===== src/rtl/crre_pkg.sv =====
// Shared types, constants and fixed-point helpers for the CSR row relaxation engine.
package crre_pkg;

  // Store geometry, set by the 10-bit column and row fields
  localparam int ADDR_W      = 10;
  localparam int STORE_DEPTH = 1 << ADDR_W;
  localparam int DATA_W      = 32;

  // Item kinds
  localparam logic [1:0] KIND_X_LOAD = 2'd0;
  localparam logic [1:0] KIND_B_LOAD = 2'd1;
  localparam logic [1:0] KIND_ELEM   = 2'd2;

  // Operating modes
  localparam logic [1:0] MODE_MUL    = 2'd0;
  localparam logic [1:0] MODE_JACOBI = 2'd1;
  localparam logic [1:0] MODE_GS     = 2'd2;

  // Unit weight in Q16.16
  localparam logic [17:0] OMEGA_ONE = 18'd65536;

  // Input beat
  typedef struct packed {
    logic [1:0]               kind;
    logic [ADDR_W-1:0]        column;
    logic [ADDR_W-1:0]        row;
    logic signed [DATA_W-1:0] value;
    logic                     row_last;
  } item_t;

  // Result beat
  typedef struct packed {
    logic [ADDR_W-1:0]        result_row;
    logic signed [DATA_W-1:0] result_value;
    logic                     zero_diagonal;
    logic                     saturated;
  } result_t;

  // Clipped Q16.16 value with its clip flag
  typedef struct packed {
    logic signed [DATA_W-1:0] val;
    logic                     sat;
  } qval_t;

  // Clip a 65-bit signed sum to the signed 64-bit range
  function automatic logic signed [63:0] sat64(input logic signed [64:0] t);
    logic signed [63:0] r;
    if (t[64] != t[63]) begin
      r = t[64] ? {1'b1, 63'd0} : {1'b0, {63{1'b1}}};
    end else begin
      r = t[63:0];
    end
    return r;
  endfunction

  // Q32.32 to Q16.16, round half up, clipped to 32 bits
  function automatic qval_t round_q(input logic signed [63:0] v);
    logic signed [64:0] t;
    logic signed [48:0] s;
    qval_t r;
    t = {v[63], v} + 65'sd32768;
    s = t[64:16];
    if (s[48:31] != {18{s[48]}}) begin
      r.sat = 1'b1;
      r.val = s[48] ? {1'b1, 31'd0} : {1'b0, {31{1'b1}}};
    end else begin
      r.sat = 1'b0;
      r.val = s[31:0];
    end
    return r;
  endfunction

endpackage


===== src/rtl/crre_mul.sv =====
// Shared 32x32 signed multiplier with registered product.
module crre_mul import crre_pkg::*; (
  input  logic                     clk,
  input  logic signed [DATA_W-1:0] a,
  input  logic signed [DATA_W-1:0] b,
  output logic signed [63:0]       p
);

  // One product per cycle, registered
  always_ff @(posedge clk) begin
    p <= a * b;
  end

endmodule


===== config.mk =====
export PLATFORM = sky130hd
export DESIGN_NAME = crre_mul
export DESIGN_NICKNAME = d
export VERILOG_FILES = /design/src/rtl/crre_pkg.sv /design/src/rtl/crre_mul.sv
export SDC_FILE = /design/constraint.sdc
export NUM_CORES = 2
export LEC_CHECK = 0
export BUFFER_PORTS_ARGS = -buffer_cell sky130_fd_sc_hd__buf_4
export CORE_MARGIN = 2
export CORE_UTILIZATION = 35
export CTS_BUF_LIST = sky130_fd_sc_hd__clkbuf_4 sky130_fd_sc_hd__clkbuf_8 sky130_fd_sc_hd__clkbuf_16
export DETAILED_ROUTE_END_ITERATION = 12
export GPL_TIMING_DRIVEN = 0
export PLACE_DENSITY = 0.57
export SLEW_MARGIN = 20
export SYNTH_ARGS = -nofsm -noshare
export SYNTH_HDL_FRONTEND = slang
export SYNTH_SLANG_ARGS = --single-unit

===== constraint.sdc =====
create_clock -name clk -period 8.9 [get_ports clk]
set_clock_uncertainty 0.05 [all_clocks]
set_input_delay 0.445 -clock clk [delete_from_list [all_inputs] [get_ports clk]]
set_output_delay 0.445 -clock clk [all_outputs]
set_load 0.02 [all_outputs]

# [Yosys cells after proc, flatten, opt, wreduce, memory -nomap -nowiden]
# Index checks and enable logic that the tools add are counted.
[op_classes] multipliers=1 bitwise_logic=0 order_cmp=0 n_div=0 n_eq_ne=0 n_reduce_logical=0 n_shift=0 addsub=0 muxes=0
[ops] operator="$mul 32x32->64" count=1
[word_totals] output_inout_bits=64 input_bits=65 mem_bits_rw=0 ff_bits=64 latch_bits=0 mem_bits_ro=0 mem_count=0 wordCells=2

# [Longest topological paths before layout]
[depth] word_depth=1 mapped_depth=28 ltp_nobuf=27

# [Worst setup path after synthesis]
# Ideal clock, no wire load.
[synth_path] path_kind="input to register" startpoint="input port b[2]" endpoint="register p[62]" stages=24 n_path_buf=1 slack_ns=1.144 arrival_time_ns=7.634 cell_sequence="clkbuf_1 > nand2_1 > inv_1 > fa_1 > fa_1 > fa_1 > fa_1 > inv_1 > fa_1 > inv_1 > fa_1 > inv_1 > fa_1 > inv_1 > fa_1 > ha_1 > and3_1 > nand2_1 > or3_1 > o22a_1 > o211ai_1 > a31oi_1 > o31ai_1 > xor2_1"
[synth_via] elab_chain_cells=1
[synth_rtl] item="from (decl)" line="crre_mul.sv:5" source="input logic signed [DATA_W-1:0] b,"
[synth_rtl] item="$mul 32x32->64" line="crre_mul.sv:11" source="p <= a * b;"
[synth_rtl] item="to (signal assigned)" line="crre_mul.sv:11"
[synth_rtl] item="to (decl)" line="crre_mul.sv:6" source="output logic signed [63:0] p"
# No other way between the ends.

# [Final worst setup path]
[layout_path] startpoint="input port b[31]" endpoint="register p[63]"
# The elaborated chain is that of the path after synthesis.

==> reports/qor.yml <==
run_status:
  status: "finished, violations left"
  violations: "design-rule violations"
drt:
  first_pass_iters: 9
  drt_wl_total_um: 129200
  vias: 26970
  wl_per_cell_um: 23.78
  drt-initial-drc-count: 1990
  vias_per_cell: 4.966
  ant_nets: 0
  drc_errors: 18
sta:
  hold_viol: 0
  slew_headroom_pct: 20.61
  slew_viol_final: 0
  tightest_slew_ns: 1.191
  fmax_ghz: 0.1145
  hold_slack_ns: 0.3598
  period_needed_ns: 8.735
  finalSetupViolations: 0
  fin_tns_setup_ns: 0
  finalCritPeriodShare_pct: 98.14
synth:
  ys_async_sr_fraction_pct: 0
  syn_avg_cell_area_sq_um: 9.589
  syn_area_sq_mm: 0.03724
  synth-edff-count: 0
  ys_ff_latch: 64
  synthCells: 3884
  ys.flop_type: "dfxtp_1"
  ys_warn_count: 0
  ys_types: 63
  ys_seq_area_share_pct: 3.440
  syn-num-nets: 5215
grt:
  grt-ovfl-total: 0
  grt_max_degree: 21
  grt_use_total_pct: 24.75
  antenna_found_initial: 25
  grt_pass1_vias: 28830
  grt_pass1_wl_um: 193600
placed_design:
  io_buffers: 128
  dpl.hpwl_um: 113600
  gp_congestion: 0.9946
  dp.cells: 5404
critical_path:
  crit_type: "in -> reg"
  slowest_stage: "a311oi_1"
  critPathTopFamily: "adder cells"
  worstPathArrival_ns: 9.03
  end_kind: "register"
  crit_buf_inv: 3
  critPathMaxFanout: 10
  worstPathCellList: "buf_4 -> inv_1 -> clkbuf_1 -> nor2_1 -> fa_1 -> fa_1 -> fa_1 -> fa_1 -> fa_1 -> fa_1 -> fa_1 -> fa_1 -> ha_1 -> a21oi_1 -> o21ai_0 -> o21ai_0 -> a31oi_1 -> o2bb2ai_1 -> a311oi_1 -> o31ai_1 -> a21oi_1 -> xnor2_1"
  cp.required_ns: 9.19
  crit_top_cell: "fa_1"
  cp-start-kind: "input pin"
  crit_path_max_incr_delay_ns: 0.64
finish:
  drive_gt1_share_pct: 4.834
  fin_cells: 5431
  nNetsFinal: 5361
  n_fill_cell: 10800
  reg.largest.list: "p: 64 flops"
  largest_reg_flops: 64
  top_register: "p"
  area_delta_synth_final_pct: 8.446
floorplanning:
  fp.dieH_um: 330.2
  fp.dieArea_sq_mm: 0.1090
  ioPinCount: 129
  core_sq_mm: 0.1054
  rows: 119
  die_w_um: 330.2
  initial_core_util_pct: 35.33
worst_hold_path:
  holdPathStages: 2
  whs_endpoint: "p[0]"
  hold_class: "in -> reg"
  worstHoldStart: "b[0]"
clock_tree:
  cts.root.buffer_cell: "clkbuf_16"
  path_clk_slew_ns: 0.07
  cts_tree: "yes"
  hold_buffers: 0
  cts.sinks: 64
  clk_path_buf_depth: 2
  numCtsBuffers: 9
  cts_htree_levels: 3
job:
  max_cap_viol_count: 0
==> repair_timing <==
action / CTS / global route
setup buffers: 2 / 5
setup endpoints to repair: 8 / 11
pin swaps: 1 / 1
gates resized for setup: 7 / 32
==> layout by cell type, fill, tap and decap left out, drive strengths merged, types with 25 or more instances in the layout <==
cell type and instances:
a21oi 68, clkbuf 202, o21ai 31, xnor2 53, buf 141, fa 1082, and2 516, dfxtp 64
nand2 511, ha 184, inv 951, nor2 42, a21o 25
==> layer usage <==
| layer | vias to the layer above | routed length, um | GRT usage (%) |
|---|---|---|---|
| met5 | - | 134 | 0 |
| met4 | 18 | 5739 | 9.453 |
| met3 | 216 | 10900 | 4.996 |
| met2 | 1088 | 59380 | 39.21 |
| met1 | 14290 | 53020 | 33.48 |
| li1 | 11360 | - | - |
==> logic make-up after synthesis <==
group / share of synthesized area, %
AO/OA/AOI/OAI: 3.464
XOR/XNOR: 1.764
adder cells (fa/ha/maj): 64.34
buffers and inverters: 11.62
flip-flops: 3.440
AND/OR/NAND/NOR: 15.37
==> synthesized netlist by cell type, drive strengths merged, types with 4 or more instances <==
library cell / number / area, sq um
clkbuf: 195 / 732.0
and4: 4 / 37.54
nand3: 15 / 75.07
nand4: 7 / 43.79
and2: 516 / 3228
fa: 1082 / 21660
inv: 952 / 3573
and3: 9 / 62.56
o21bai: 15 / 112.6
dfxtp: 64 / 1281
o31ai: 7 / 66.31
nand2: 511 / 1918
xnor2: 53 / 464.2
a31oi: 13 / 96.34
ha: 184 / 2302
nor3: 7 / 40.04
or3: 5 / 32.53
buf: 5 / 22.52
o21ai: 31 / 162.7
a21o: 25 / 190.2
xor2: 22 / 192.7
nand2b: 9 / 56.30
nor2: 42 / 157.7
o21a: 4 / 30.03
a211oi: 8 / 87.59
a21oi: 68 / 340.3
==> worst max path at each step <==
| stage | slack (ns) | cells past startpoint | startpoint | endpoint |
|---|---|---|---|---|
| finish | 0.17 | 22 | b[31] | p[63] |
| CTS | 0.02 | 28 | b[9] | p[60] |
| floorplan | 1.14 | 24 | b[2] | p[62] |
| global route | -0.004 | 29 | a[31] | p[62] |
| global placement | -1.37 | 24 | b[2] | p[62] |
| detailed placement | -1.21 | 26 | b[5] | p[62] |
==> cell type report <==
type,count,area [sq um],share of cell area (%)
clock inverter,5,58.81,0.1456
buffer,199,782.0,1.936
tap,1391,1740,4.309
sequential,64,1281,3.172
timing repair buffer,136,1046,2.590
clock buffer,10,232.7,0.5762
multi-input combinational,2668,31650,78.38
antenna,6,15.01,0.03718
inverter,952,3577,8.857
==> per-stage QoR <==
stage | util (%) | area, sq um | setup WS (ns)
final | 38.31 | 40390 | 0.1652
after global routing | 38.30 | 40380 | -0.003586
after CTS | 38.22 | 40290 | 0.02341
after detailed placement | 37.91 | 39970 | -1.210
after global placement | 37.89 | 39940 | -1.368
after floorplan | - | 37240 | 1.144
Power is not shown: default switching activity piles up to over one toggle a cycle in this logic, so the estimate is an artifact.
