==> config.mk <==
export PLATFORM = sky130hd
export DESIGN_NAME = crre_div
export DESIGN_NICKNAME = d
export VERILOG_FILES = /design/src/rtl/crre_pkg.sv /design/src/rtl/crre_div.sv
export SDC_FILE = /design/constraint.sdc
export NUM_CORES = 1
export LEC_CHECK = 0
export CORE_MARGIN = 8
export CORE_UTILIZATION = 25
export DETAILED_ROUTE_END_ITERATION = 8
export DONT_BUFFER_PORTS = 1
export GPL_TIMING_DRIVEN = 0
export PLACE_DENSITY_LB_ADDON = 0.3
export REMOVE_ABC_BUFFERS = 1
export SYNTH_ARGS = -nofsm -noshare
export SYNTH_HDL_FRONTEND = slang
export SYNTH_SLANG_ARGS = --single-unit
==> constraint.sdc <==
create_clock -name clk -period 7 [get_ports clk]
set_input_delay 0 -clock clk [delete_from_list [all_inputs] [get_ports clk]]
set_output_delay 0 -clock clk [all_outputs]
set_load 0.01 [all_outputs]
==> src/rtl/crre_pkg.sv <==
// Shared types, constants and fixed-point helpers for the CSR row relaxation engine.
package crre_pkg;

  // Store geometry, set by the 10-bit column and row fields
  localparam int ADDR_W      = 10;
  localparam int STORE_DEPTH = 1 << ADDR_W;
  localparam int DATA_W      = 32;

  // Item kinds
  localparam logic [1:0] KIND_X_LOAD = 2'd0;
  localparam logic [1:0] KIND_B_LOAD = 2'd1;
  localparam logic [1:0] KIND_ELEM   = 2'd2;

  // Operating modes
  localparam logic [1:0] MODE_MUL    = 2'd0;
  localparam logic [1:0] MODE_JACOBI = 2'd1;
  localparam logic [1:0] MODE_GS     = 2'd2;

  // Unit weight in Q16.16
  localparam logic [17:0] OMEGA_ONE = 18'd65536;

  // Input beat
  typedef struct packed {
    logic [1:0]               kind;
    logic [ADDR_W-1:0]        column;
    logic [ADDR_W-1:0]        row;
    logic signed [DATA_W-1:0] value;
    logic                     row_last;
  } item_t;

  // Result beat
  typedef struct packed {
    logic [ADDR_W-1:0]        result_row;
    logic signed [DATA_W-1:0] result_value;
    logic                     zero_diagonal;
    logic                     saturated;
  } result_t;

  // Clipped Q16.16 value with its clip flag
  typedef struct packed {
    logic signed [DATA_W-1:0] val;
    logic                     sat;
  } qval_t;

  // Clip a 65-bit signed sum to the signed 64-bit range
  function automatic logic signed [63:0] sat64(input logic signed [64:0] t);
    logic signed [63:0] r;
    if (t[64] != t[63]) begin
      r = t[64] ? {1'b1, 63'd0} : {1'b0, {63{1'b1}}};
    end else begin
      r = t[63:0];
    end
    return r;
  endfunction

  // Q32.32 to Q16.16, round half up, clipped to 32 bits
  function automatic qval_t round_q(input logic signed [63:0] v);
    logic signed [64:0] t;
    logic signed [48:0] s;
    qval_t r;
    t = {v[63], v} + 65'sd32768;
    s = t[64:16];
    if (s[48:31] != {18{s[48]}}) begin
      r.sat = 1'b1;
      r.val = s[48] ? {1'b1, 31'd0} : {1'b0, {31{1'b1}}};
    end else begin
      r.sat = 1'b0;
      r.val = s[31:0];
    end
    return r;
  endfunction

endpackage

==> src/rtl/crre_div.sv <==
// Radix-2 restoring divider: 64-bit unsigned dividend by 32-bit unsigned divisor.
module crre_div import crre_pkg::*; (
  input  logic        clk,
  input  logic        rst,
  input  logic        start,
  input  logic [63:0] dividend,
  input  logic [31:0] divisor,
  output logic [63:0] quotient,
  output logic        done
);

  logic [63:0] dvd;
  logic [32:0] rem;
  logic [31:0] dsr;
  logic [6:0]  cnt;
  logic        busy;
  logic [32:0] rem_sh;
  logic [33:0] diff;

  // Trial subtract of the shifted remainder
  always_comb begin
    rem_sh = {rem[31:0], dvd[63]};
    diff   = {1'b0, rem_sh} - {2'b00, dsr};
  end

  // One quotient bit a cycle; quotient bits shift into the dividend register
  always_ff @(posedge clk) begin
    if (rst) begin
      busy <= 1'b0;
      done <= 1'b0;
      cnt  <= '0;
    end else begin
      done <= 1'b0;
      if (start) begin
        dvd  <= dividend;
        dsr  <= divisor;
        rem  <= '0;
        cnt  <= 7'd64;
        busy <= 1'b1;
      end else if (busy) begin
        if (!diff[33]) begin
          rem <= diff[32:0];
          dvd <= {dvd[62:0], 1'b1};
        end else begin
          rem <= rem_sh;
          dvd <= {dvd[62:0], 1'b0};
        end
        cnt <= cnt - 7'd1;
        if (cnt == 7'd1) begin
          busy <= 1'b0;
          done <= 1'b1;
        end
      end
    end
  end

  assign quotient = dvd;

endmodule

Word-level counts from Yosys, hierarchy flattened
Cells that the tools add are included.
Word-level totals
  logic and storage cells: 28
  input bits: 99
  output and inout port bits: 65
  register bits: 137
Operators by class
  $add $sub $neg: 2
  muxes and demuxes: 11
  equality and inequality tests: 1
  bitwise logic cells: 2
  reduce and logical (&&, ||, !) cells: 5
Operators by type and width (count)
  64-bit 2-to-1 mux: 2
  32-bit 2-to-1 mux: 2
  33-bit by 32-bit subtractor with 34-bit output: 1
  7-bit 2-to-1 mux: 2
  7-bit by 1-bit == test with 1-bit output (second input constant): 1
  7-bit by 1-bit subtractor with 7-bit output (second input constant): 1
  1-bit 2-to-1 mux: 5
  2-bit AND reduction: 2
  3-bit OR reduction: 1
  1-bit inverter: 2
  2-bit nonzero test: 1
  2-bit OR reduction: 1

Longest topological paths before layout
  depth after elaboration: 4
  gate-level depth with buffers: 14
  gate-level depth less buffers: 13

Worst setup path before layout
Ideal clock, no wire load.
  kind: input-to-reg
  start point: in start
  end point: reg dvd[0], in the netlist quotient[0] (enable)
  arrival time: 4.628 ns
  setup slack: 1.820 ns
  stages on the path: 4
  data required time: 6.447 ns
  library setup time: 0.553 ns
  buffers on the path: 2
  path through: clkbuf_1 -> clkbuf_1 -> nor2_1 -> nor2_1
Between the ends
  cells in the longest elaborated chain, start to end: 2
Ends and longest elaborated chain
  start, declared: line crre_div.sv:5  | input logic start,
  2-bit nonzero test (no source line)
  2-bit AND reduction (no source line)
  end signal, assigned: line crre_div.sv:35  | dvd <= dividend;
  end signal, assigned: line crre_div.sv:43  | dvd <= {dvd[62:0], 1'b1};
  end signal, assigned: line crre_div.sv:46  | dvd <= {dvd[62:0], 1'b0};
  end, declared: line crre_div.sv:12  | logic [63:0] dvd;
No other way between the ends.
A chain may end at the register's enable or synchronous reset.

Final worst setup path
  start point: reg dvd[63], in the netlist quotient[63]
  end point: reg rem[20] (data pin)
Between the ends
  cells in the longest elaborated chain, start to end: 3
Ends and longest elaborated chain
  33-bit by 32-bit subtractor with 34-bit output: line crre_div.sv:23  | diff = {1'b0, rem_sh} - {2'b00, dsr};
  32-bit 2-to-1 mux: line crre_div.sv:41  | if (!diff[33]) begin
  32-bit 2-to-1 mux: line crre_div.sv:40  | end else if (busy) begin
  end signal, assigned: line crre_div.sv:42  | rem <= diff[32:0];
  end signal, assigned: line crre_div.sv:45  | rem <= rem_sh;
  end, declared: line crre_div.sv:13  | logic [32:0] rem;
No other way between the ends. The select of a mux whose other input is x is not followed.

==> flow_metrics.py <==
metrics = {
    "route": {
        "wl_per_cell_um": 16.6,
        "top_layer": "met4",
        "routed_wirelength_um": 17900,
        "final_antenna_net_count": 0,
        "met1Wirelength_um": 7880,
        "firstDrtPassIters": 4,
        "drt-initial-drc-count": 226,
        "routed_via_density": 4.48,
        "wl_met2_um": 8590,
        "vias": 4808,
        "wl_met3_um": 1130,
        "drc_errors": 0,
    },
    "worst_hold_path": {
        "min_from": "start",
        "min_path_cells": 3,
        "hp-class": "input pin to flip-flop",
    },
    "critical_path": {
        "startpoint": "quotient[63]",
        "path_class": "flip-flop to flip-flop",
        "end_kind": "flip-flop",
        "r2r_cells": 12,
        "r2r_start": "quotient[63]",
        "crit_required_ns": 7.26,
        "path_max_fanout": 20,
        "cp-start-kind": "flip-flop",
        "arrival_ns": 4.18,
    },
    "timing": {
        "worst_pin_slew_ns": 0.899,
        "setup_tns_ns": 0,
        "slew_headroom": 0.398,
        "hold_violations": 0,
        "timing.final.max_slew_violations": 0,
        "timing.fmax_mhz": 255,
        "hold_slack_ns": 0.0331,
        "rsz0062_at_grt": "false",
        "min_period_ns": 3.92,
        "min_period_over_period": 0.560,
        "final-setup-viol-count": 0,
        "worst_clock_skew_ns": 0.0155,
    },
    "placement": {
        "dpl.cell_count": 941,
        "hpwl_um": 12100,
        "gp_congestion": 0.728,
        "io_buffers": 0,
    },
    "grt": {
        "grt_max_degree": 101,
        "grt_usage": 0.102,
        "grt_pass1_wl_um": 28700,
        "grt_pass1_vias": 5221,
        "antenna_found_initial": 2,
        "globalRouteOverflowTotal": 0,
    },
    "clock_network": {
        "cts_buffer_depth": 2,
        "root_buffer": "clkbuf_16",
        "htreeDepth": 4,
        "clock_sinks": 137,
        "clk_latency_ns": 0.42,
        "postCtsResizedCells": 0,
        "clk_pin_slew_ns": 0.06,
        "cts_made_buffers": 17,
        "cts_tree": "built",
    },
    "floorplan": {
        "die_h_um": 187,
        "rows": 62,
        "io_pins": 164,
        "core_um2": 28700,
        "die_area_um2": 34900,
        "start_util": 0.254,
        "die_x_um": 187,
    },
    "yosys": {
        "async_flop_share": 0,
        "synth.cell_area_um2": 7290,
        "syn_area_per_cell_um2": 12.8,
        "ys_ff_latch": 137,
        "seq_area_frac_synth": 0.552,
        "synthCells": 571,
        "yosysUniqueCellTypes": 61,
        "ys_warn_count": 0,
        "synth_ff_type": "edfxtp_1",
        "synth_edf_count": 128,
    },
    "layout": {
        "final_cells": 1074,
        "drive_gt1_frac": 0.177,
        "syn_to_final_growth_pct": 29.2,
        "mostFrequentLayoutCell": "edfxtp_1",
        "final_nets": 809,
        "mostFrequentLayoutCells": "edfxtp_1 (128), dlygate4sd3_1 (98), mux2_2 (64)",
    },
    "flow_run": {
        "maxCapViolCount": 0,
    },
    "power_and_ir_drop": {
        "power_leakage_nw": 3.57,
        "finalPower_mw": 2.46,
        "ir_drop_v": 0.000138,
        "p_per_area_nw_per_um2": 261,
    },
    "run_status": {
        "status": "finished clean",
    },
}
## worst paths after layout
check	end	slack [ns]
max	rem[20]	3.08
min	busy	0.03
max reg2reg	rem[20]	3.08
min reg2reg	cnt[1]	0.50
## cell type report
cell class / instances / area [um2]
fillers: 2913 / 19300
flip-flops and latches: 137 / 4020
multi-input cells: 371 / 3000
repair buffers: 105 / 1140
well taps: 384 / 480
clock buffers: 20 / 457
inverters: 43 / 161
clock inverters: 12 / 150
diodes: 2 / 5.00
## synthesized netlist by cell type, types with 3 or more instances
library cell | n | area share
nor3_1 | 5 | 0.0034
nor2b_1 | 3 | 0.0026
a211oi_1 | 3 | 0.0031
o22ai_1 | 4 | 0.0034
mux2_2 | 64 | 0.099
nand4_1 | 6 | 0.0051
nand3b_1 | 3 | 0.0031
nor2_2 | 4 | 0.0034
mux2i_1 | 25 | 0.034
nand2b_1 | 6 | 0.0051
nand3_1 | 5 | 0.0034
o2111ai_1 | 3 | 0.0036
edfxtp_1 | 128 | 0.53
a211oi_2 | 6 | 0.010
buf_12 | 3 | 0.0082
xnor2_1 | 22 | 0.026
clkbuf_1 | 12 | 0.0062
a21o_1 | 14 | 0.014
a21oi_1 | 27 | 0.019
o21ai_0 | 11 | 0.0076
inv_1 | 43 | 0.022
o21a_1 | 6 | 0.0062
ha_1 | 34 | 0.058
xor2_1 | 11 | 0.013
dfxtp_1 | 9 | 0.025
nor2_1 | 51 | 0.026
nand2_1 | 19 | 0.0098
## routing by layer
metal,global-route usage,up-vias
met5,0,-
met4,0.0342,0
met3,0.0345,17
met2,0.169,132
met1,0.122,2325
li1,-,2334
## power breakdown
| group | internal, mW | leakage, nW | switching, mW | total (mW) |
|---|---|---|---|---|
| clock network | 0.578 | 0.293 | 0.360 | 0.939 |
| logic | 0.237 | 1.98 | 0.253 | 0.491 |
| registers | 0.980 | 1.30 | 0.0491 | 1.03 |
| total | 1.80 | 3.57 | 0.662 | 2.46 |
## cell families after synthesis
logic type	share of synthesized area
AO/OA/AOI/OAI	0.0997
XOR/XNOR	0.0396
adder cells (fa/ha/maj)	0.0611
buffers and inverters	0.0405
flip-flops	0.552
multiplexers	0.133
AND/OR/NAND/NOR	0.0740
## worst max-delay path: stages (launching register included)
cell	delay, ns
edfxtp_1	0.51
inv_1	0.08
ha_1	0.22
nor2b_1	0.16
o2111ai_1	0.18
a21bo_1	0.28
a21o_1	0.21
a311oi_2	0.45
a21boi_2	0.18
o211ai_4	0.76
buf_12	0.28
or2b_1	0.28
o22ai_1	0.16
## state kept, by name, indices dropped and copies added (netlist names)
name	cells
done	1
quotient	64
rem	32
busy	1
cnt	7
dsr	32
## per-stage QoR
step / utilization / area [um2] / worst slack [ns]
6_report: 0.328 / 9420 / 3.08
3_5_place_dp: 0.272 / 7800 / 3.02
3_3_place_gp: 0.266 / 7640 / -0.681
4_1_cts: 0.328 / 9410 / 2.99
5_1_grt: 0.328 / 9420 / 2.85
2_1_floorplan: - / 7160 / 1.95
## what timing repair did
action | CTS | global route
hold endpoints to repair | 160 | 0
buffers inserted | 0 | 0
hold buffers | 99 | 0
Power figures use the tool's default switching activity.
